==> src/rtl/srbd_pkg.sv <==
// Package for the snapshot RLE block decoder.
// Holds field widths, the escape byte, phase states and the run descriptor types.
// No dependencies.
`timescale 1ns / 1ps

package srbd_pkg;

    localparam int BYTE_W      = 8;
    localparam int LEN_W       = 8;
    localparam int POS_W       = 16;
    localparam int CFG_IDX_W   = 1;
    localparam int CFG_DATA_W  = 16;
    localparam int QUEUE_DEPTH_DEF = 2;

    localparam logic [BYTE_W-1:0] ESC_BYTE      = 8'hED;
    localparam logic              MODE_RESET    = 1'b1;
    localparam logic [POS_W-1:0]  LIMIT_RESET   = 16'd16384;

    typedef enum logic [CFG_IDX_W-1:0] {
        CFG_COMPRESSED_MODE = 1'b0,
        CFG_OUTPUT_LIMIT    = 1'b1
    } t_cfg_idx;

    typedef enum logic [1:0] {
        ESC_IDLE  = 2'd0,
        ESC_ONE   = 2'd1,
        ESC_TWO   = 2'd2,
        ESC_COUNT = 2'd3
    } t_esc_phase;

    typedef struct packed {
        logic [BYTE_W-1:0] value;
        logic [LEN_W-1:0]  length;
        logic [POS_W-1:0]  offset;
        logic              finished;
    } t_run;

    typedef struct packed {
        t_run r0;
        t_run r1;
        logic two;
    } t_entry;

endpackage

==> src/rtl/srbd_if.sv <==
// Channel interfaces of the snapshot RLE block decoder: byte input, run output, config write.
// Depends on srbd_pkg for widths.
`timescale 1ns / 1ps

interface srbd_byte_if;
    logic                       valid;
    logic                       ready;
    logic [srbd_pkg::BYTE_W-1:0] in_byte;
    logic                       is_last;
    modport source (output valid, output in_byte, output is_last, input ready);
    modport sink   (input valid, input in_byte, input is_last, output ready);
endinterface

interface srbd_run_if;
    logic                        valid;
    logic                        ready;
    logic [srbd_pkg::BYTE_W-1:0] run_value;
    logic [srbd_pkg::LEN_W-1:0]  run_length;
    logic [srbd_pkg::POS_W-1:0]  run_offset;
    logic                        finished;
    modport source (output valid, output run_value, output run_length, output run_offset,
                    output finished, input ready);
    modport sink   (input valid, input run_value, input run_length, input run_offset,
                    input finished, output ready);
endinterface

interface srbd_cfg_if;
    logic                            valid;
    logic                            ready;
    logic [srbd_pkg::CFG_IDX_W-1:0]  index;
    logic [srbd_pkg::CFG_DATA_W-1:0] data;
    modport source (output valid, output index, output data, input ready);
    modport sink   (input valid, input index, input data, output ready);
endinterface

==> src/rtl/srbd_front.sv <==
// Front part: config registers, escape phase tracking and run classification.
// Produces at most one queue entry of up to two runs per accepted byte. Depends on srbd_pkg.
`timescale 1ns / 1ps

module srbd_front (
    input  logic                  i_clk,
    input  logic                  i_rst_n,
    input  logic                  i_valid,
    output logic                  o_ready,
    input  logic [7:0]            i_in_byte,
    input  logic                  i_is_last,
    input  logic                  i_cfg_valid,
    output logic                  o_cfg_ready,
    input  logic [0:0]            i_cfg_index,
    input  logic [15:0]           i_cfg_data,
    output logic                  o_push,
    output srbd_pkg::t_entry      o_entry,
    input  logic                  i_queue_full
);
    import srbd_pkg::*;

    logic             r_mode;
    logic [POS_W-1:0] r_limit;
    t_esc_phase       r_phase, n_phase;
    logic [LEN_W-1:0] r_cnt, n_cnt;
    logic [POS_W-1:0] r_pos, n_pos;

    logic             accept;
    logic             lim_hit;
    logic [POS_W-1:0] pos1;
    logic [POS_W-1:0] room;
    logic [LEN_W-1:0] len3;
    logic             is_esc;
    logic [1:0]       nres;
    t_entry           ent;

    assign o_ready     = !i_queue_full;
    assign o_cfg_ready = 1'b1;
    assign accept      = i_valid && o_ready;
    assign is_esc      = (i_in_byte == ESC_BYTE);
    assign lim_hit     = (r_pos >= r_limit);
    assign pos1        = r_pos + POS_W'(1);
    assign room        = r_limit - r_pos;
    assign len3        = ({{(POS_W-LEN_W){1'b0}}, r_cnt} < room) ? r_cnt : room[LEN_W-1:0];

    always_ff @(posedge i_clk) begin
        if (!i_rst_n) begin
            r_mode  <= MODE_RESET;
            r_limit <= LIMIT_RESET;
        end else if (i_cfg_valid) begin
            unique case (t_cfg_idx'(i_cfg_index))
                CFG_COMPRESSED_MODE: r_mode  <= i_cfg_data[0];
                CFG_OUTPUT_LIMIT:    r_limit <= i_cfg_data[POS_W-1:0];
                default: ;
            endcase
        end
    end

    always_ff @(posedge i_clk) begin
        if (!i_rst_n) begin
            r_phase <= ESC_IDLE;
            r_cnt   <= '0;
            r_pos   <= '0;
        end else begin
            r_phase <= n_phase;
            r_cnt   <= n_cnt;
            r_pos   <= n_pos;
        end
    end

    always_comb begin
        n_phase = r_phase;
        n_cnt   = r_cnt;
        n_pos   = r_pos;
        ent     = '0;
        nres    = 2'd0;
        ent.r0.offset = r_pos;
        ent.r1.offset = pos1;
        if (accept) begin
            if (lim_hit) begin
                n_phase = ESC_IDLE;
                n_cnt   = '0;
            end else if (!r_mode) begin
                n_phase = ESC_IDLE;
                n_cnt   = '0;
                ent.r0.value  = i_in_byte;
                ent.r0.length = LEN_W'(1);
                nres = 2'd1;
            end else begin
                unique case (r_phase)
                    ESC_IDLE: begin
                        if (is_esc && !i_is_last) begin
                            n_phase = ESC_ONE;
                        end else begin
                            ent.r0.value  = i_in_byte;
                            ent.r0.length = LEN_W'(1);
                            nres = 2'd1;
                        end
                    end
                    ESC_ONE: begin
                        if (is_esc) begin
                            n_phase = i_is_last ? ESC_IDLE : ESC_TWO;
                        end else begin
                            n_phase = ESC_IDLE;
                            ent.r0.value  = ESC_BYTE;
                            ent.r0.length = LEN_W'(1);
                            nres = 2'd1;
                            if (pos1 < r_limit) begin
                                ent.r1.value  = i_in_byte;
                                ent.r1.length = LEN_W'(1);
                                ent.two = 1'b1;
                                nres = 2'd2;
                            end
                        end
                    end
                    ESC_TWO: begin
                        if (i_is_last) begin
                            n_phase = ESC_IDLE;
                        end else begin
                            n_cnt   = i_in_byte;
                            n_phase = ESC_COUNT;
                        end
                    end
                    ESC_COUNT: begin
                        n_phase = ESC_IDLE;
                        n_cnt   = '0;
                        if (len3 != '0) begin
                            ent.r0.value  = i_in_byte;
                            ent.r0.length = len3;
                            nres = 2'd1;
                        end
                    end
                    default: n_phase = ESC_IDLE;
                endcase
            end
            n_pos = r_pos + {{(POS_W-LEN_W){1'b0}}, ent.r0.length}
                          + {{(POS_W-1){1'b0}}, ent.two};
            if (i_is_last) begin
                if (nres == 2'd0) begin
                    nres = 2'd1;
                end
                if (ent.two) begin
                    ent.r1.finished = 1'b1;
                end else begin
                    ent.r0.finished = 1'b1;
                end
                n_phase = ESC_IDLE;
                n_cnt   = '0;
                n_pos   = '0;
            end
        end
    end

    assign o_push  = accept && (nres != 2'd0);
    assign o_entry = ent;

endmodule

==> src/rtl/srbd_queue.sv <==
// Short queue of run entries between front and back parts.
// Depth set by parameter. Depends on srbd_pkg for the entry type.
`timescale 1ns / 1ps

module srbd_queue #(
    parameter int DEPTH = srbd_pkg::QUEUE_DEPTH_DEF
) (
    input  logic             i_clk,
    input  logic             i_rst_n,
    input  logic             i_push,
    input  srbd_pkg::t_entry i_entry,
    output logic             o_full,
    input  logic             i_pop,
    output logic             o_valid,
    output srbd_pkg::t_entry o_entry
);
    import srbd_pkg::*;

    localparam int AW = (DEPTH > 1) ? $clog2(DEPTH) : 1;
    localparam int CW = $clog2(DEPTH + 1);

    t_entry          r_mem [DEPTH];
    logic [AW-1:0]   r_wp, n_wp;
    logic [AW-1:0]   r_rp, n_rp;
    logic [CW-1:0]   r_cnt, n_cnt;
    logic            do_push, do_pop;

    assign o_full  = (r_cnt == CW'(DEPTH));
    assign o_valid = (r_cnt != '0);
    assign o_entry = r_mem[r_rp];
    assign do_push = i_push && !o_full;
    assign do_pop  = i_pop && o_valid;

    always_comb begin
        n_wp  = r_wp;
        n_rp  = r_rp;
        n_cnt = r_cnt;
        if (do_push) begin
            n_wp = (r_wp == AW'(DEPTH - 1)) ? '0 : r_wp + AW'(1);
        end
        if (do_pop) begin
            n_rp = (r_rp == AW'(DEPTH - 1)) ? '0 : r_rp + AW'(1);
        end
        if (do_push && !do_pop) begin
            n_cnt = r_cnt + CW'(1);
        end else if (do_pop && !do_push) begin
            n_cnt = r_cnt - CW'(1);
        end
    end

    always_ff @(posedge i_clk) begin
        if (!i_rst_n) begin
            r_wp  <= '0;
            r_rp  <= '0;
            r_cnt <= '0;
        end else begin
            r_wp  <= n_wp;
            r_rp  <= n_rp;
            r_cnt <= n_cnt;
        end
    end

    always_ff @(posedge i_clk) begin
        if (do_push) begin
            r_mem[r_wp] <= i_entry;
        end
    end

endmodule

==> src/rtl/srbd_back.sv <==
// Back part: holds one queue entry and delivers its runs one per cycle while i_ready is high.
// Drives the registered run output. Depends on srbd_pkg.
`timescale 1ns / 1ps

module srbd_back (
    input  logic             i_clk,
    input  logic             i_rst_n,
    input  logic             i_valid,
    input  srbd_pkg::t_entry i_entry,
    output logic             o_pop,
    output logic             o_valid,
    input  logic             i_ready,
    output srbd_pkg::t_run   o_run
);
    import srbd_pkg::*;

    t_entry r_ent;
    logic   r_busy;
    logic   r_sel;
    logic   taken;
    logic   done;

    assign o_valid = r_busy;
    assign o_run   = r_sel ? r_ent.r1 : r_ent.r0;
    assign taken   = r_busy && i_ready;
    assign done    = taken && (r_sel || !r_ent.two);
    assign o_pop   = !r_busy || done;

    always_ff @(posedge i_clk) begin
        if (!i_rst_n) begin
            r_busy <= 1'b0;
            r_sel  <= 1'b0;
        end else if (o_pop && i_valid) begin
            r_busy <= 1'b1;
            r_sel  <= 1'b0;
        end else if (done) begin
            r_busy <= 1'b0;
            r_sel  <= 1'b0;
        end else if (taken) begin
            r_sel  <= 1'b1;
        end
    end

    always_ff @(posedge i_clk) begin
        if (o_pop && i_valid) begin
            r_ent <= i_entry;
        end
    end

endmodule

==> src/rtl/snapshot_rle_block_decoder_unit.sv <==
// Top level of the snapshot RLE block decoder: front, queue and back parts.
// Depends on srbd_pkg, srbd_if, srbd_front, srbd_queue, srbd_back.
//
//   channel  dir  fields                                        handshake
//   i_byte   in   in_byte[7:0], is_last                         valid/ready
//   o_run    out  run_value[7:0], run_length[7:0],
//                 run_offset[15:0], finished                    valid/ready
//   i_cfg    in   index[0] (0 mode, 1 limit), data[15:0]        valid/ready
//
// One byte per cycle enters while the queue has room; the front decides its
// runs in that cycle. The back sends one run per cycle while o_run is ready,
// so a lone ED that yields two runs sends them in turn. A run is registered in
// the queue, then the back. Sync active-low reset; config writes always accepted.
`timescale 1ns / 1ps

module snapshot_rle_block_decoder_unit #(
    parameter int QUEUE_DEPTH = srbd_pkg::QUEUE_DEPTH_DEF
) (
    input  logic        i_clk,
    input  logic        i_rst_n,
    srbd_byte_if.sink   i_byte,
    srbd_cfg_if.sink    i_cfg,
    srbd_run_if.source  o_run
);
    import srbd_pkg::*;

    logic   push, full, q_valid, pop;
    t_entry f_entry, q_entry;
    t_run   run;

    srbd_front u_front (
        .i_clk        (i_clk),
        .i_rst_n      (i_rst_n),
        .i_valid      (i_byte.valid),
        .o_ready      (i_byte.ready),
        .i_in_byte    (i_byte.in_byte),
        .i_is_last    (i_byte.is_last),
        .i_cfg_valid  (i_cfg.valid),
        .o_cfg_ready  (i_cfg.ready),
        .i_cfg_index  (i_cfg.index),
        .i_cfg_data   (i_cfg.data),
        .o_push       (push),
        .o_entry      (f_entry),
        .i_queue_full (full)
    );

    srbd_queue #(
        .DEPTH (QUEUE_DEPTH)
    ) u_queue (
        .i_clk   (i_clk),
        .i_rst_n (i_rst_n),
        .i_push  (push),
        .i_entry (f_entry),
        .o_full  (full),
        .i_pop   (pop),
        .o_valid (q_valid),
        .o_entry (q_entry)
    );

    srbd_back u_back (
        .i_clk   (i_clk),
        .i_rst_n (i_rst_n),
        .i_valid (q_valid),
        .i_entry (q_entry),
        .o_pop   (pop),
        .o_valid (o_run.valid),
        .i_ready (o_run.ready),
        .o_run   (run)
    );

    assign o_run.run_value  = run.value;
    assign o_run.run_length = run.length;
    assign o_run.run_offset = run.offset;
    assign o_run.finished   = run.finished;

endmodule
==> src/flat_wrapper.sv <==
// flat-port wrapper written by rule: the top's interface ports become plain ports
module snapshot_rle_block_decoder_unit_flat import srbd_pkg::*;
#(
    parameter int QUEUE_DEPTH = srbd_pkg::QUEUE_DEPTH_DEF
)
  (i_clk, i_rst_n, i_byte_valid, i_byte_in_byte, i_byte_is_last, i_byte_ready, i_cfg_valid, i_cfg_index, i_cfg_data, i_cfg_ready, o_run_valid, o_run_run_value, o_run_run_length, o_run_run_offset, o_run_finished, o_run_ready);
  srbd_byte_if i_byte_i ();
  srbd_cfg_if i_cfg_i ();
  srbd_run_if o_run_i ();
  input  logic i_clk;
  input  logic i_rst_n;
  input wire logic [$bits(i_byte_i.valid)-1:0] i_byte_valid;
  input wire logic [$bits(i_byte_i.in_byte)-1:0] i_byte_in_byte;
  input wire logic [$bits(i_byte_i.is_last)-1:0] i_byte_is_last;
  output wire logic [$bits(i_byte_i.ready)-1:0] i_byte_ready;
  input wire logic [$bits(i_cfg_i.valid)-1:0] i_cfg_valid;
  input wire logic [$bits(i_cfg_i.index)-1:0] i_cfg_index;
  input wire logic [$bits(i_cfg_i.data)-1:0] i_cfg_data;
  output wire logic [$bits(i_cfg_i.ready)-1:0] i_cfg_ready;
  output wire logic [$bits(o_run_i.valid)-1:0] o_run_valid;
  output wire logic [$bits(o_run_i.run_value)-1:0] o_run_run_value;
  output wire logic [$bits(o_run_i.run_length)-1:0] o_run_run_length;
  output wire logic [$bits(o_run_i.run_offset)-1:0] o_run_run_offset;
  output wire logic [$bits(o_run_i.finished)-1:0] o_run_finished;
  input wire logic [$bits(o_run_i.ready)-1:0] o_run_ready;
  assign i_byte_i.valid = i_byte_valid;
  assign i_byte_i.in_byte = i_byte_in_byte;
  assign i_byte_i.is_last = i_byte_is_last;
  assign i_byte_ready = i_byte_i.ready;
  assign i_cfg_i.valid = i_cfg_valid;
  assign i_cfg_i.index = i_cfg_index;
  assign i_cfg_i.data = i_cfg_data;
  assign i_cfg_ready = i_cfg_i.ready;
  assign o_run_valid = o_run_i.valid;
  assign o_run_run_value = o_run_i.run_value;
  assign o_run_run_length = o_run_i.run_length;
  assign o_run_run_offset = o_run_i.run_offset;
  assign o_run_finished = o_run_i.finished;
  assign o_run_i.ready = o_run_ready;
  snapshot_rle_block_decoder_unit #(.QUEUE_DEPTH(QUEUE_DEPTH)) u_core (.i_clk(i_clk), .i_rst_n(i_rst_n), .i_byte(i_byte_i), .i_cfg(i_cfg_i), .o_run(o_run_i));
endmodule
==> config.mk <==
export PLATFORM = sky130hd
export DESIGN_NAME = snapshot_rle_block_decoder_unit_flat
export DESIGN_NICKNAME = d
export VERILOG_FILES = /design/src/rtl/srbd_pkg.sv /design/src/rtl/srbd_if.sv /design/src/rtl/srbd_front.sv /design/src/rtl/srbd_queue.sv /design/src/rtl/srbd_back.sv /design/src/rtl/snapshot_rle_block_decoder_unit.sv /design/src/flat_wrapper.sv
export SDC_FILE = /design/constraint.sdc
export NUM_CORES = 1
export LEC_CHECK = 0
export ABC_AREA = 1
export ABC_CLOCK_PERIOD_IN_PS = 11300
export BUFFER_PORTS_ARGS = -buffer_cell sky130_fd_sc_hd__buf_2
export CORE_MARGIN = 2
export CORE_UTILIZATION = 45
export CTS_CLUSTER_DIAMETER = 100
export DETAILED_ROUTE_END_ITERATION = 10
export PLACE_DENSITY = 0.7
export SYNTH_ARGS = -nofsm -noshare
export SYNTH_HDL_FRONTEND = slang
export SYNTH_SLANG_ARGS = --single-unit
==> constraint.sdc <==
create_clock -name i_clk -period 11.3 [get_ports i_clk]
set_clock_uncertainty 0.2 [all_clocks]
set_input_delay 3.39 -clock i_clk [delete_from_list [all_inputs] [get_ports i_clk]]
set_output_delay 3.39 -clock i_clk [all_outputs]
set_load 0.1 [all_outputs]
## After elaboration in Yosys (flattened, before gate mapping)

Memories as Yosys holds them, arrays and structs flattened. A register that Yosys moved wholly into a read port is not among the register bits.
Index checks and enable logic that the tools add are counted.

- $add $sub $neg: 8
- $mul: 0
- Div/mod/pow operators: 0
- Magnitude comparators: 3
- Eq/ne operators: 7
- Shift-type cells: 0
- Muxes and demuxes: 57
- Bitwise gates (word level): 2
- Reduce and logical (&&, ||, !) cells: 29

Operator list:

| kind | count |
|---|---|
| 16-bit two-way mux | 13 |
| 16-bit case mux with 3 select lines | 1 |
| 33-bit two-way mux | 1 |
| 2-bit two-way mux | 16 |
| 8-bit two-way mux | 4 |
| 1-bit two-way mux | 18 |
| 17-bit two-way mux | 1 |
| 16-bit by 1-bit adder with 16-bit output | 1 |
| 16-bit by 1-bit adder with 16-bit output, second input constant | 1 |
| 16-bit by 8-bit adder with 16-bit output | 1 |
| 16-bit >= comparator | 1 |
| 16-bit less-than comparator | 1 |
| 8-bit by 16-bit less-than comparator with 1-bit output | 1 |
| 8-bit case mux with 2 select lines | 1 |
| 16-bit subtractor | 1 |
| 1-bit logical AND | 9 |
| 8-bit == test, second input constant | 1 |
| 2-bit case mux with 4 select lines | 1 |
| 2-bit AND reduction | 4 |
| 2-bit nonzero test | 4 |
| 8-bit nonzero test | 1 |
| 2-bit == test, second input constant | 3 |
| 1-bit logical NOT | 6 |
| 2-bit case mux with 3 select lines | 1 |
| other kinds (10) | 14 |

- Register bits: 49
- Latch bits: 0
- RAM bits: 134
- ROM bits: 0
- Bits of input ports: 31
- Logic and storage cells: 117
- Memories: 1

Memories:

| memory | depth | bits a word | read ports | clocked after Yosys merged registers in | wr ports | line | source |
|---|---|---|---|---|---|---|---|
| u_core.u_queue.r_mem | 2 | 67 | 1 | 1 | 1 | srbd_queue.sv:22 | `t_entry r_mem [DEPTH];` |

## Longest topological paths before layout

- Depth in word-level cells: 20
- Mapped depth: 36
- Depth with buffers taken out: 36

## By module

Synthesis repeated with hierarchy kept, for this count alone.

- Cells, all modules: 1,213
- Area, all modules: 12,435.7 um^2

Modules (own cells, without submodules):

| module | times used | cells an instance | area each (um^2) | seq. area each (um^2) |
|---|---|---|---|---|
| srbd_queue | 1 | 245 | 5,188.7 | 4,124.0 |
| srbd_front | 1 | 781 | 4,713.3 | 860.8 |
| srbd_back | 1 | 187 | 2,533.7 | 2,052.0 |

## Worst setup path before layout

OpenSTA, ideal clock, no wires.

- Path type: in2reg
- Start point: in i_byte_valid
- End point: mem u_core.u_queue.r_mem[0][10] (netlist name) (enable)
- Setup time: 476 ps
- Data arrival time: 6,605 ps
- Required time: 10,624 ps
- Path slack: 4,019 ps
- Stages: 5
- Path buffers: 1
- Cell sequence: nand2_1 > clkinv_1 > clkbuf_1 > nand2_1 > nor2_1

- Longest elaborated chain between the ends: 7

Ends and longest elaborated chain:

| element | line | source |
|---|---|---|
| start: declaration | flat_wrapper.sv:12 | `input wire logic [$bits(i_byte_i.valid)-1:0] i_byte_valid;` |
| 1-bit logical AND (*) | srbd_front.sv:39 | `assign accept = i_valid && o_ready;` |
| 2-bit two-way mux | srbd_front.sv:79 | `if (accept) begin` |
| 2-bit nonzero test | srbd_front.sv:154 | `assign o_push = accept && (nres != 2'd0);` |
| 1-bit logical AND (*) | srbd_front.sv:154 |  |
| 1-bit logical AND (*) | srbd_queue.sv:31 | `assign do_push = i_push && !o_full;` |
| 1-bit two-way mux (*) | srbd_queue.sv:64 | `if (do_push) begin` |
| 1-bit two-way mux (not written as such) (*) | srbd_queue.sv:65 | `r_mem[r_wp] <= i_entry;` |
| end: declaration | srbd_queue.sv:22 |  |

Every way passes the cells marked *; elsewhere a longest branch is shown, timed or not.

## Worst setup path in the final report

- Start point: reg u_core.u_back.r_sel
- End point: out o_run_run_offset[12]

- Longest elaborated chain between the ends: 1

Ends and longest elaborated chain:

| element | line | source |
|---|---|---|
| start: declaration | srbd_back.sv:19 | `logic r_sel;` |
| start signal: assignment | srbd_back.sv:32 | `r_sel <= 1'b0;` |
| start signal: assignment | srbd_back.sv:35 | `r_sel <= 1'b0;` |
| start signal: assignment | srbd_back.sv:38 | `r_sel <= 1'b0;` |
| 33-bit two-way mux | srbd_back.sv:24 | `assign o_run = r_sel ? r_ent.r1 : r_ent.r0;` |
| end: declaration | flat_wrapper.sv:23 | `output wire logic [$bits(o_run_i.run_offset)-1:0] o_run_run_offset;` |

No other way between the ends.

==> results_dict.tcl <==
set metrics [dict create \
    crit_type "flip-flop to primary output" \
    wl_um 25600 \
    ant_nets 0 \
    grt_antenna_before_repair 0 \
    dr.pass1.iters 5 \
    cts_setup_buffers 0 \
    core_um2 25100 \
    nets 1449 \
    hold_ws_ns 0.281 \
    cp_slowest_cell "clkinv_1" \
    post_cts_resized 0 \
    grt_pass1_wl_um 40700 \
    cts_tree "yes" \
    yosys_register_bits 226 \
    diodes 0 \
    routedWlPerCell_um 15.0 \
    ys_seq_area_share_pct 54.8 \
    worstPathCellList "buf_4 > clkinv_1 > nand2_1 > nand2_1 > buf_2" \
    via_count 8506 \
    finish.utilization_pct 51.4 \
    fin_crit_sh_pct 55.5 \
    outcome "complete, no violations" \
    synth-main-ff-cell "edfxtp_1" \
    start_kind "flip-flop" \
    ir_drop_v 0.000199 \
    crit_family "buffers and inverters" \
    fp-row-count 58 \
    setup_viol 0 \
    dieWidth_um 164 \
    fill_cells 2336 \
    endpoint_kind "primary output" \
    path_buf_inv 3 \
    io_buffer_count 65 \
    syn_avg_cell_area_um2 8.84 \
    hp-class "flip-flop to flip-flop" \
    final_common_cell "nand2_1" \
    ys_types 48 \
    die_area_um2 26800 \
    cp.arrival_ns 2.68 \
    synthCells 1301 \
    crit_top_cell "nand2_1" \
    cp.depth 5 \
    max_stage_delay_ns 0.82 \
    yosysWarnings 0 \
    vias_per_cell 4.97 \
    fmax_mhz 160 \
    mostFrequentLayoutCells "462 x nand2_1, 177 x edfxtp_1, 167 x inv_1" \
    worst_pin_slew_ns 0.887 \
    syn_area_um2 11500 \
    clockBufferDepth 3 \
    initial_core_util_pct 45.8 \
    maxSlewViolCount 0 \
    async_reset_ff_share_pct 0 \
    drive_gt1_share_pct 11.3 \
    rsz0062_at_grt "false" \
    worstPathMaxFanout 34 \
    path_clk_slew_ns 0.06 \
    slew_headroom_pct 40.5 \
    grt_usage_pct 19.3 \
    placed_area_um2 12200 \
    area_growth_pct 12.3 \
    period_needed_ns 6.27 \
    r2r_cells 29 \
    syn_nets 1382 \
    clk_latency_ns 0.50 \
    htreeDepth 1 \
    cts.sinks 226 \
    p_leak_nw 5.85 \
    fin_setup_tns_ns 0 \
    pin_count 67 \
    cts_buffers 23 \
    ctsHoldBuffers 0 \
    synth_edf_count 177 \
    gp_congestion 0.890 \
    final_cell_area_um2 12900 \
    fp.dieH_um 164 \
    power-per-cell-area_nw_per_um2 251 \
    holdPathStages 2 \
    cts_root_buf "clkbuf_16" \
    grt_max_degree 61 \
    required_ns 7.71 \
    hold_viol_final 0 \
    drt-initial-drc-count 443 \
    drc 0 \
    grt_pass1_vias 7887 \
    cap_violations 0 \
    grt_overflow 0 \
    dp_hpwl_um 18600 \
]
## cell usage after synthesis (all sizes together) (2+ instances only)
library cell	instances	area [um2]
nand2	482	1870
edfxtp	177	5320
inv	170	638
nor2	88	374
a21oi	67	339
nand3	55	330
dfxtp	49	981
ha	47	588
o21ai	34	170
clkbuf	26	97.6
xor2	17	149
nand4	13	96.3
nor3	13	65.1
a211oi	11	82.6
buf	5	28.8
nor4	5	31.3
and2	4	25.0
clkinv	4	15.0
o21bai	4	30.0
or2	4	25.0
xnor2	4	35.0
a21o	3	22.5
a31oi	3	18.8
fa	3	60.1
o211ai	3	22.5
a21boi	2	26.3
## worst paths after layout
| kind | startpoint | end | slack, ns |
|---|---|---|---|
| worst max register to register | u_core.u_front.r_pos[0] | u_core.u_front.r_pos[12] | 5.40 |
| worst min-delay path | u_core.u_front.r_limit[4] | u_core.u_front.r_limit[4] | 0.28 |
| worst min register to register | u_core.u_front.r_limit[4] | u_core.u_front.r_limit[4] | 0.28 |
| worst max-delay path | u_core.u_back.r_sel | o_run_run_offset[12] | 5.03 |
## state kept, by name, summed over array words and instances (netlist names), 2 cells and up
register,flops
u_core.u_front.r_pos,16
u_core.u_front.r_limit,16
u_core.u_front.r_phase,2
u_core.u_queue.r_cnt,2
u_core.u_queue.r_mem,118
u_core.u_front.r_cnt,8
u_core.u_back.r_ent,59
## cell type report
class	count	area, um2	area share, %
flip-flops and latches	226	6300	48.8
multi-input cells	870	4430	34.3
inverters	174	653	5.06
clock buffers	31	626	4.85
well taps	330	413	3.20
repair buffers	73	385	2.99
clock inverters	9	103	0.795
## kinds of logic after synthesis
group                      count (synthesis)  share of synthesized area, %
and+or+nand+nor                          664                          24.5
DFF                                      226                          54.8
buffers and inverters                    205                          6.78
AOI/OAI and AO/OA                        134                          6.69
adders and majority gates                 50                          5.64
xor gates and xnor gates                  21                          1.60
other                                      1                        0.0326
## metal layers
metal / part of all wire, % / track usage, %
met5: 0 / 0
met4: 2.3 / 5.58
met3: 5.0 / 2.05
met2: 46 / 30.9
met1: 47 / 27.7
## tightest hold or removal path, stage by stage (launching register included)
cell     delay, ns
dfxtp_1       0.31
inv_1         0.07
a21oi_1       0.05
## metrics by stage
stage / cells / worst slack (ns) / total power [W]
after floorplan: 1301 / 4.02 / 0.00228
after global placement: 1673 / 4.97 / 0.00252
after detailed placement: 1673 / 4.93 / 0.00254
after CTS: 1713 / 4.93 / 0.00327
after global routing: 1713 / 4.80 / 0.00341
final: 1713 / 5.03 / 0.00324
## power breakdown
group	switching, W	internal, W
logic	0.00106	0.000223
registers	0.0000593	0.00117
clock network	0.000301	0.000433
total	0.00142	0.00183
No activity file was read; power rests on OpenSTA's default activity.
